### config.mk
export PLATFORM = sky130hd
export DESIGN_NAME = spf_outq
export DESIGN_NICKNAME = d
export VERILOG_FILES = /design/src/rtl/spf_pkg.sv /design/src/rtl/spf_outq.sv
export SDC_FILE = /design/constraint.sdc
export NUM_CORES = 1
export LEC_CHECK = 0
export BUFFER_PORTS_ARGS = -buffer_cell sky130_fd_sc_hd__buf_2
export CAP_MARGIN = 20
export CORE_AREA = 2 2 170 172
export CTS_BUF_LIST = sky130_fd_sc_hd__clkbuf_8
export CTS_CLUSTER_SIZE = 25
export DETAILED_ROUTE_END_ITERATION = 6
export DIE_AREA = 0 0 172 174
export PLACE_DENSITY_LB_ADDON = 0.25
export SYNTH_ARGS = -nofsm -noshare
export SYNTH_HDL_FRONTEND = slang
export SYNTH_SLANG_ARGS = --single-unit
### constraint.sdc
create_clock -name clock -period 9 [get_ports clock]
set_input_delay 0.9 -clock clock [delete_from_list [all_inputs] [get_ports clock]]
set_output_delay 0.9 -clock clock [all_outputs]
set_load 0.1 [all_outputs]
### src/rtl/spf_pkg.sv
package spf_pkg;

   localparam int SIEVE_LIMIT_DEF = 1048576;
   localparam int PRIME_SLOTS_DEF = 131072;
   localparam int VALUE_BITS_DEF  = 40;

   localparam int ALU_BITS       = 64;
   localparam int MAX_ENTRIES    = 11;
   localparam int ENTRY_IDX_BITS = $clog2(MAX_ENTRIES);
   localparam int BOUND_BITS     = 20;
   localparam logic [BOUND_BITS-1:0] BOUND_RESET = 20'hFFFFF;

   localparam logic [1:0] KIND_ENTRY   = 2'd0;
   localparam logic [1:0] KIND_SUMMARY = 2'd1;
   localparam logic [1:0] KIND_SIEVE   = 2'd2;

   localparam logic [1:0] ERR_NONE      = 2'd0;
   localparam logic [1:0] ERR_ZERO      = 2'd1;
   localparam logic [1:0] ERR_NO_TABLE  = 2'd2;
   localparam logic [1:0] ERR_EXHAUSTED = 2'd3;

   localparam logic FUNC_BUILD  = 1'b0;
   localparam logic FUNC_FACTOR = 1'b1;

   typedef enum logic {ALU_MUL, ALU_DIV} alu_op_type;

   typedef struct packed {
      logic       start;
      alu_op_type op;
   } alu_ctl_type;

   typedef struct packed {
      logic busy;
      logic done;
   } alu_sts_type;

   typedef struct packed {
      logic [1:0]  kind;
      logic [39:0] prime;
      logic [5:0]  exponent;
      logic [5:0]  count_all;
      logic [3:0]  count_distinct;
      logic [39:0] sum_distinct;
      logic [13:0] divisor_count;
      logic [62:0] divisor_sum;
      logic [39:0] totient;
      logic [1:0]  error;
      logic        last;
   } rsp_type;

   typedef enum logic [4:0] {
      ST_IDLE, ST_CLR, ST_SRD, ST_SCHK, ST_SSQ, ST_SMARK, ST_BDONE,
      ST_FRD, ST_FP, ST_FCMP, ST_DIV_GO, ST_DIV_WT, ST_PW_GO, ST_PW_WT,
      ST_REC, ST_DS_GO, ST_DS_WT, ST_TOT_GO, ST_TOT_WT, ST_EXH, ST_EXC,
      ST_TAIL, ST_EMIT, ST_ERR
   } state_type;

endpackage

### src/rtl/spf_outq.sv
module spf_outq (
   input  logic             clock,
   input  logic             reset,
   input  logic             in_valid,
   output logic             in_ready,
   input  spf_pkg::rsp_type in_data,
   output logic             out_valid,
   input  logic             out_stall,
   output spf_pkg::rsp_type out_data
);
   logic             valid_ff, valid_in;
   spf_pkg::rsp_type data_ff, data_in;

   always_comb begin
      in_ready = !valid_ff || !out_stall;
      valid_in = valid_ff;
      data_in  = data_ff;
      if (in_ready) begin
         valid_in = in_valid;
         if (in_valid) data_in = in_data;
      end
   end

   always_ff @(posedge clock) begin
      if (reset) begin
         valid_ff <= 1'b0;
      end else begin
         valid_ff <= valid_in;
      end
      data_ff <= data_in;
   end

   assign out_valid = valid_ff;
   assign out_data  = data_ff;

endmodule

==> metrics.md <==
| Metric | Value |
|---|---|
| Run status | `finished, final reports clean` |
| Max Freq | `370 MHz` |
| Final hold viol count | `0` |
| FF+latch count, synth | `219` |
| Clock transition at the registers of the reported paths | `0.06 ns` |
| Via count | `4,105` |
| Post-DP Area | `9290 sq um` |
| Path category of the worst min-delay check | `reg -> reg` |
| Synth Area per Inst | `29.5 sq um` |
| Post-CTS Hold Fix Bufs | `0` |
| Final ANT Viol Nets | `0` |
| Mapped Nets | `445` |
| Top-Level Pins | `442` |
| Post-synth EDFFs | `218` |
| Input/output buffers | `441` |
| CP arrival | `2.83 ns` |
| Drt via density | `3.67` |
| Slowest cell delay on critical path | `0.85 ns` |
| All-layer global routing usage | `11.2%` |
| FILL cells | `2,837` |
| # Max-Cap Violations | `0` |
| Worst EP required | `9.12 ns` |
| Overall die height | `174 um` |
| Drt pass-1 iters | `4` |
| Die X | `172 um` |
| Top cells by area, synth | `edfxtp_1 99%, dfxtp_1 0.30%, and2_1 0.095%` |
| Worst-skew pair later-pin latency | `0.52 ns` |
| Cell taking the most area after synthesis | `edfxtp_1` |
| Worst Setup EP | `out_data[185]$_DFFE_PP_` |
| RSZ-0062 raised after global routing | `no` |
| Final GP Congestion | `0.735` |
| Worst IR drop on VDD | `0.117 mV` |
| Crit-path max FO | `78` |
| Crit start category | `primary input` |
| Worst hold stages | `2` |
| Post-synth cell types | `6` |
| Slew @ Worst Pin | `1.01 ns` |
| P_leak | `4.27 nW` |
| Finished Cell Area | `10,000 sq um` |
| Grt ovf | `0` |
| Synth Instances | `223` |
| Sink Count | `219` |
| Async set-reset flop share out of synthesis | `0%` |
| Initial drt markers | `161` |
| R2r endpoint | `out_data[185]$_DFFE_PP_` |
| Mapped cell area | `6590 sq um` |
| Post-cts sizing count | `0` |
| H-tree levels | `2` |
| Levels on crit path | `4` |
| Initial antenna violation count | `4` |
| Nets | `929` |
| Worst r2r path cells | `3` |
| Full die area | `29,900 sq um` |
| Critical Path Start | `out_stall` |
| Most common cell in the synthesized netlist | `edfxtp_1` |
| Row count | `62` |
| Family with the most delay on the worst path | `buffers and inverters` |
| CP Cell Sequence | `buf_2 > nand2_1 > and2_4 > buf_4` |
| Post-synth top flop | `edfxtp_1` |
| Largest net degree at the start of global routing | `79` |
| Post-CTS Setup Inserts | `0` |
| Worst setup EP type | `flip-flop` |
| R2R Path Start | `out_valid$_SDFFE_PP0P_` |
| Seq/Total Area, Yosys | `99.7%` |
| DRC viols | `0` |
| Synthesis Warnings | `0` |
| Final slew viol count | `0` |
| Worst path slowest cell | `buf_4` |
| Tcrit/Tclk final | `30.0%` |
| Slew headroom | `32.5%` |
| Synth-to-layout area growth | `52.0%` |
| Fin Setup TNS | `0 ns` |
| Initial core utilization | `23.3%` |
| Pwr dens | `261 nW/um^2` |
| Synth top area share | `99.4%` |
| Global-route wire length before repair | `24,500 um` |
| CTS tree | `yes` |
| WS Path Type | `in -> reg` |
| Clk buf depth | `3` |
| Vias in the first global route | `4,263` |
| CTS Buf Count | `39` |
| Skew final | `0.0115 ns` |
| Worst R2R Setup Slack | `6.48 ns` |
| Final WL | `17,800 um` |
| Final min period | `2.70 ns` |
| WP buf/inv | `2` |
| # setup viols final | `0` |
| Core ar. | `28,200 sq um` |
| Average wire per standard cell | `16.0 um` |
| Fraction of layout cells with a size suffix above 1 | `66.8%` |
| CTS root buffer | `clkbuf_8` |
area by class of cell:
| type | count | area, sq um | share of cell area [%] |
|---|---|---|---|
| diodes | 3 | 7.51 | 0.0750 |
| clock buffers | 41 | 564 | 5.64 |
| clock inverters | 24 | 146 | 1.46 |
| multi-input cells | 4 | 21.3 | 0.213 |
| flip-flops and latches | 219 | 6570 | 65.6 |
| well taps | 384 | 480 | 4.80 |
| repair buffers | 443 | 2220 | 22.2 |
state kept, by name, summed over array words and instances, names as in the netlist:
name and cells:
out_data 218, out_valid 1
metrics by stage:
| stage | std cells | setup slack (ns) | hold WS [ns] | total power [mW] | utilization, % |
|---|---|---|---|---|---|
| 3_3_place_gp | 1050 | 5.75 | 0.493 | 1.78 | 32.9 |
| 3_5_place_dp | 1050 | 5.73 | 0.497 | 1.78 | 32.9 |
| 4_1_cts | 1115 | 6.30 | 0.503 | 2.65 | 35.4 |
| 6_report | 1118 | 6.30 | 0.515 | 2.61 | 35.4 |
| 5_1_grt | 1116 | 6.16 | 0.502 | 2.71 | 35.4 |
| 2_1_floorplan | 223 | 1.77 | 0.970 | 1.68 | - |
routing by layer:
layer | GRT usage (%) | vias to the layer above | routed length (um)
met1 | 11.1 | 1897 | 6040
li1 | - | 1886 | -
met4 | 4.48 | 2 | 476
met2 | 19.4 | 279 | 8990
met5 | 0 | - | 11
met3 | 5.94 | 41 | 2330
where the power goes:
part	leakage (nW)	switching, mW	internal [mW]
sequential	2.12	0.0130	1.20
combinational	1.75	0.477	0.0703
clock	0.397	0.380	0.474
total	4.27	0.871	1.74
logic make-up after synthesis:
| logic type | count (synthesis) | synth area share (%) |
|---|---|---|
| AND/OR/NAND/NOR | 3 | 0.209 |
| flip-flops | 219 | 99.7 |
| AO/OA/AOI/OAI | 1 | 0.0759 |
how the worst min path moves through the flow:
stage / from / slack [ns] / endpoint
global route: in_data[60] / 0.50 / out_data[60]$_DFFE_PP_
floorplan: out_valid$_SDFFE_PP0P_ / 0.97 / out_valid$_SDFFE_PP0P_
finish: out_valid$_SDFFE_PP0P_ / 0.51 / out_valid$_SDFFE_PP0P_
detailed placement: out_valid$_SDFFE_PP0P_ / 0.50 / out_valid$_SDFFE_PP0P_
global placement: out_valid$_SDFFE_PP0P_ / 0.49 / out_valid$_SDFFE_PP0P_
CTS: in_data[135] / 0.50 / out_data[135]$_DFFE_PP_
placed cells by master (no fill, tap or decap):
cell type   netlist  final
a21oi_1           1      1
and2_4            0      1
buf_2             0    441
buf_4             0      2
bufinv_16         0      2
clkbuf_8          0     41
clkinv_1          0     10
clkinvlp_4        0      1
dfxtp_1           1      1
diode_2           0      3
edfxtp_1        218    218
inv_1             0     11
nand2_1           1      1
nor2_1            1      1
worst register-to-register path, cell delays in order (launching register included):
cell,delay [ns]
dfxtp_1,0.32
nand2_1,0.07
and2_4,0.76
buf_4,0.88
Power figures use the tool's default switching activity.
