==> src/rtl/spf_pkg.sv <==
package spf_pkg;

   localparam int SIEVE_LIMIT_DEF = 1048576;
   localparam int PRIME_SLOTS_DEF = 131072;
   localparam int VALUE_BITS_DEF  = 40;

   localparam int ALU_BITS       = 64;
   localparam int MAX_ENTRIES    = 11;
   localparam int ENTRY_IDX_BITS = $clog2(MAX_ENTRIES);
   localparam int BOUND_BITS     = 20;
   localparam logic [BOUND_BITS-1:0] BOUND_RESET = 20'hFFFFF;

   localparam logic [1:0] KIND_ENTRY   = 2'd0;
   localparam logic [1:0] KIND_SUMMARY = 2'd1;
   localparam logic [1:0] KIND_SIEVE   = 2'd2;

   localparam logic [1:0] ERR_NONE      = 2'd0;
   localparam logic [1:0] ERR_ZERO      = 2'd1;
   localparam logic [1:0] ERR_NO_TABLE  = 2'd2;
   localparam logic [1:0] ERR_EXHAUSTED = 2'd3;

   localparam logic FUNC_BUILD  = 1'b0;
   localparam logic FUNC_FACTOR = 1'b1;

   typedef enum logic {ALU_MUL, ALU_DIV} alu_op_type;

   typedef struct packed {
      logic       start;
      alu_op_type op;
   } alu_ctl_type;

   typedef struct packed {
      logic busy;
      logic done;
   } alu_sts_type;

   typedef struct packed {
      logic [1:0]  kind;
      logic [39:0] prime;
      logic [5:0]  exponent;
      logic [5:0]  count_all;
      logic [3:0]  count_distinct;
      logic [39:0] sum_distinct;
      logic [13:0] divisor_count;
      logic [62:0] divisor_sum;
      logic [39:0] totient;
      logic [1:0]  error;
      logic        last;
   } rsp_type;

   typedef enum logic [4:0] {
      ST_IDLE, ST_CLR, ST_SRD, ST_SCHK, ST_SSQ, ST_SMARK, ST_BDONE,
      ST_FRD, ST_FP, ST_FCMP, ST_DIV_GO, ST_DIV_WT, ST_PW_GO, ST_PW_WT,
      ST_REC, ST_DS_GO, ST_DS_WT, ST_TOT_GO, ST_TOT_WT, ST_EXH, ST_EXC,
      ST_TAIL, ST_EMIT, ST_ERR
   } state_type;

endpackage

==> src/rtl/spf_alu.sv <==
module spf_alu #(
   parameter int VALUE_BITS = spf_pkg::VALUE_BITS_DEF
) (
   input  logic                         clock,
   input  logic                         reset,
   input  spf_pkg::alu_ctl_type         ctl,
   input  logic [spf_pkg::ALU_BITS-1:0] opa,
   input  logic [spf_pkg::ALU_BITS-1:0] opb,
   output spf_pkg::alu_sts_type         sts,
   output logic [VALUE_BITS-1:0]        quotient,
   output logic [VALUE_BITS-1:0]        remainder,
   output logic [spf_pkg::ALU_BITS-1:0] product
);
   localparam int VB = VALUE_BITS;
   localparam int CB = $clog2(VB);
   localparam int AB = spf_pkg::ALU_BITS;

   logic                busy_ff, busy_in;
   logic                done_ff, done_in;
   spf_pkg::alu_op_type op_ff, op_in;
   logic [CB-1:0]       cnt_ff, cnt_in;
   logic [VB-1:0]       rem_ff, rem_in;
   logic [VB-1:0]       quo_ff, quo_in;
   logic [VB-1:0]       dvs_ff, dvs_in;
   logic [AB-1:0]       acc_ff, acc_in;
   logic [AB-1:0]       mc_ff, mc_in;
   logic [AB-1:0]       mp_ff, mp_in;
   logic [VB:0]         trial;
   logic                fits;

   always_comb begin
      busy_in = busy_ff;
      done_in = 1'b0;
      op_in   = op_ff;
      cnt_in  = cnt_ff;
      rem_in  = rem_ff;
      quo_in  = quo_ff;
      dvs_in  = dvs_ff;
      acc_in  = acc_ff;
      mc_in   = mc_ff;
      mp_in   = mp_ff;
      trial   = {rem_ff, quo_ff[VB-1]};
      fits    = trial >= {1'b0, dvs_ff};
      if (ctl.start) begin
         busy_in = 1'b1;
         op_in   = ctl.op;
         cnt_in  = '0;
         rem_in  = '0;
         quo_in  = VB'(opa);
         dvs_in  = VB'(opb);
         acc_in  = '0;
         mc_in   = opa;
         mp_in   = opb;
      end else if (busy_ff) begin
         unique case (op_ff)
            spf_pkg::ALU_DIV: begin
               // one restoring step per cycle
               rem_in = fits ? VB'(trial - {1'b0, dvs_ff}) : VB'(trial);
               quo_in = {quo_ff[VB-2:0], fits};
               cnt_in = cnt_ff + 1'b1;
               if (cnt_ff == CB'(VB - 1)) begin
                  busy_in = 1'b0;
                  done_in = 1'b1;
               end
            end
            spf_pkg::ALU_MUL: begin
               if (mp_ff == '0) begin
                  busy_in = 1'b0;
                  done_in = 1'b1;
               end else begin
                  if (mp_ff[0]) acc_in = acc_ff + mc_ff;
                  mc_in = {mc_ff[AB-2:0], 1'b0};
                  mp_in = {1'b0, mp_ff[AB-1:1]};
               end
            end
            default: ;
         endcase
      end
   end

   always_ff @(posedge clock) begin
      if (reset) begin
         busy_ff <= 1'b0;
         done_ff <= 1'b0;
      end else begin
         busy_ff <= busy_in;
         done_ff <= done_in;
      end
      op_ff  <= op_in;
      cnt_ff <= cnt_in;
      rem_ff <= rem_in;
      quo_ff <= quo_in;
      dvs_ff <= dvs_in;
      acc_ff <= acc_in;
      mc_ff  <= mc_in;
      mp_ff  <= mp_in;
   end

   assign sts.busy  = busy_ff;
   assign sts.done  = done_ff;
   assign quotient  = quo_ff;
   assign remainder = rem_ff;
   assign product   = acc_ff;

endmodule

==> config.mk <==
export PLATFORM = sky130hd
export DESIGN_NAME = spf_alu
export DESIGN_NICKNAME = d
export VERILOG_FILES = /design/src/rtl/spf_pkg.sv /design/src/rtl/spf_alu.sv
export SDC_FILE = /design/constraint.sdc
export NUM_CORES = 1
export LEC_CHECK = 0
export BUFFER_PORTS_ARGS = -buffer_cell sky130_fd_sc_hd__buf_2
export CORE_MARGIN = 3
export CORE_UTILIZATION = 25
export CTS_BUF_LIST = sky130_fd_sc_hd__clkbuf_2 sky130_fd_sc_hd__clkbuf_4 sky130_fd_sc_hd__clkbuf_8
export CTS_CLUSTER_SIZE = 16
export DETAILED_ROUTE_END_ITERATION = 10
export GPL_TIMING_DRIVEN = 1
export SLEW_MARGIN = 20
export SYNTH_ARGS = -nofsm -noshare
export SYNTH_HDL_FRONTEND = slang
export SYNTH_SLANG_ARGS = --single-unit
==> constraint.sdc <==
create_clock -name clock -period 12.5 [get_ports clock]
set_input_delay 1.875 -clock clock [delete_from_list [all_inputs] [get_ports clock]]
set_output_delay 1.875 -clock clock [all_outputs]
set_load 0.02 [all_outputs]
==> impl_results.md <==
- Number of enable flip-flop cells after synthesis: approximately 210
- Status: complete, no violations
- #FFs+latches synth: approximately 320
- CTS Buffer Depth: 3
- Fin crit share: 0.318
- Clock root cell: clkbuf_8
- Sw frac: 0.305
- Post-route ant nets: 0
- Fin. Hold Viols: 0
- DRT Pass-1 Iters: 5
- Synthesis-to-layout area growth: 18.5%
- CTS Hold Buffers Added: 0
- Routability congestion estimate: approximately 0.88
- Nets: roughly 2.5k
- Netlist cell types: 68
- Total Routing Usage GR: 0.143
- Final setup violation count: 0
- Setup_tns: 0 ns
- CP required: 13.04 ns
- Initial Util: 0.253
- CP Launch Type: flop
- P_int: approximately 2000 uW
- Die W: roughly 280 um
- Share of total power in combinational logic: 0.196
- DRC errors left: 0
- Clock share of power: 0.357
- Syn_nets: roughly 2.3k
- Setup repair after global routing missed its margin: no
- Grt ovf: 0
- Relative slew slack: 0.387
- Post-route minimum period: 3.98 ns
- Synth async-reset ratio: 0
- Maximum vdd drop: between 0.08 and 0.09 mV
- FP Rows: 100
- Vias in the first global route: around 15k
- Fraction of layout cells with a size suffix above 1: 0.212
- CTS tree: yes
- Clock Sink Count: roughly 320
- Resized cells post-CTS: 0
- H-tree depth: 2
- Mapped cell area: ~0.019 mm^2
- Post-CTS Repair Setup Buffers: 0
- Hold crit path type: flop to flop
- Syn Inst Count: approximately 2.0k
- Core Area: roughly 0.075 mm^2
- Avg WL per Cell: around 18 um
- Switching pwr: just under 900 uW
- Slew Limit Fails: 0
- Worst setup EP type: flop
- WS Path Type: flop to flop
- Power Density: roughly 130 mW/mm^2
- IO Port Bufs: 277
- Slew @ Worst Pin: 0.912 ns
- Worst-path clk slew: around 0.06 ns
- Worst skew pair latency: 0.66 ns
- Worst EP arrival: 4.52 ns
- Ports: roughly 280
- Final WL: about 59000 um
- Number of max-cap violations: 0
- Syn. warnings: 0
- Sequential share of power: 0.447
- Vias post-DR: about 16k
- Ys flop type: edfxtp_1
- Initial antenna violation count: 15
- Worst-path maximum fanout: 4
- Average size of a mapped cell: around 9.4 um^2
- Total CTS buffers: 57
- DR iter-0 viols: 1041
- Leak: 0.00948 uW
- Achievable Freq: around 250 MHz
- Die height: between 200 and 300 um
- First-pass GRT wire length: between 80000 and 90000 um
- Seq/Total Area, Yosys: 0.451
- Via/cell ratio: about 4.8
- Largest net degree at the start of global routing: ~120
- Final HPWL DP: about 44000 um
- Hold_ws: roughly 0.47 ns
- Die Footprint: between 0.07 and 0.08 mm^2
- Clock skew: ~0.054 ns
==> state kept, by name (all words and copies together) (netlist names) <==
signal and flops:
product 64, mc_ff 64, done_ff 1, mp_ff 64
busy_ff 1, cnt_ff 6, dvs_ff 40, remainder 40
op_ff 1, quotient 40
==> cell families (layout without fill, tap and decap cells) <==
logic type / count (synthesis) / count (layout) / share of synthesized area
buffers and inverters: 257 / 541 / 0.0536
DFF: 321 / 321 / 0.451
and+or+nand+nor: 559 / 559 / 0.137
AOI/OAI and AO/OA: 590 / 590 / 0.191
muxes: 94 / 94 / 0.0557
adders and majority gates: 106 / 106 / 0.0711
xor gates and xnor gates: 87 / 87 / 0.0404
other: 0 / 5 / 0
==> cell usage in the layout, fill, tap and decap left out, types with 23 or more instances in the layout <==
cell	count
a211oi_1	32
dfxtp_1	112
o21bai_1	23
nand2_1	254
nor2_1	105
clkbuf_8	62
xor2_1	32
nand3_1	25
edfxtp_1	209
xnor2_1	55
mux2_2	88
nand4_1	40
o21ai_0	157
a21oi_1	203
buf_2	276
nor3_1	25
a21o_1	49
nor4_1	25
ha_1	104
inv_1	144
==> cell usage after synthesis (40+ instances only) <==
cell type,count,area [um^2]
a21o_1,49,368
a21oi_1,203,1020
clkbuf_1,79,297
dfxtp_1,112,2240
edfxtp_1,209,6280
ha_1,104,1300
inv_1,144,541
mux2_2,88,991
nand2_1,255,957
nand4_1,40,250
nor2_1,107,402
o21ai_0,158,791
xnor2_1,55,482
==> metrics by stage <==
| step | cell area [um^2] | worst slack [ns] | cells | power [uW] | util |
|---|---|---|---|---|---|
| global route | 22400 | 8.15 | 3271 | 3050 | 0.300 |
| detailed placement | 21100 | 8.17 | 3159 | 1880 | 0.283 |
| CTS | 22300 | 8.51 | 3266 | 2930 | 0.299 |
| finish | 22400 | 8.52 | 3272 | 2890 | 0.300 |
| global placement | 21100 | 8.16 | 3159 | 1870 | 0.283 |
| floorplan | 18900 | 2.16 | 2014 | 1700 | - |
==> area by class of cell <==
type	instances	area (um^2)
fill	7865	52200
multi-input combinational	1436	9370
sequential	321	8520
timing repair buffer	290	1510
tap	969	1210
clock buffer	77	966
inverter	144	541
clock inverter	30	220
antenna	5	12.5
==> layer usage <==
metal	track usage	vias up	wire length, um
met5	0	-	50
met4	0.0443	8	1290
met3	0.0381	73	3860
met2	0.220	336	25700
met1	0.194	7373	27700
li1	-	7818	-
==> path summary, 6_finish.rpt <==
check / start / endpoint / slack (ns) / depth (start not counted)
worst max-delay path: mc_ff[0] / product[60] / 8.52 / 13
worst min-delay path: product[30] / product[30] / 0.47 / 2
worst max register to register: mc_ff[0] / product[60] / 8.52 / 13
worst min register to register: product[30] / product[30] / 0.47 / 2
==> critical path: stages, from the launching register on <==
cell	delay [ns]
edfxtp_1	0.43
ha_1	0.24
fa_1	0.41
a21oi_1	0.22
o21ai_1	0.20
a21boi_0	0.50
a2111oi_0	0.25
buf_4	0.22
o21ai_1	0.27
a2111oi_0	0.15
a2111oi_0	0.55
xnor2_1	0.18
nand2_1	0.07
a21oi_1	0.18
==> power groups by stage <==
stage                     combinational (uW)  sequential, uW  clock, uW
after floorplan                          367            1340          0
after global placement                   560            1310          0
after detailed placement                 562            1310          0
after CTS                                566            1290       1070
after global routing                     630            1300       1120
final                                    566            1290       1030
No activity file was read; power rests on OpenSTA's default activity.
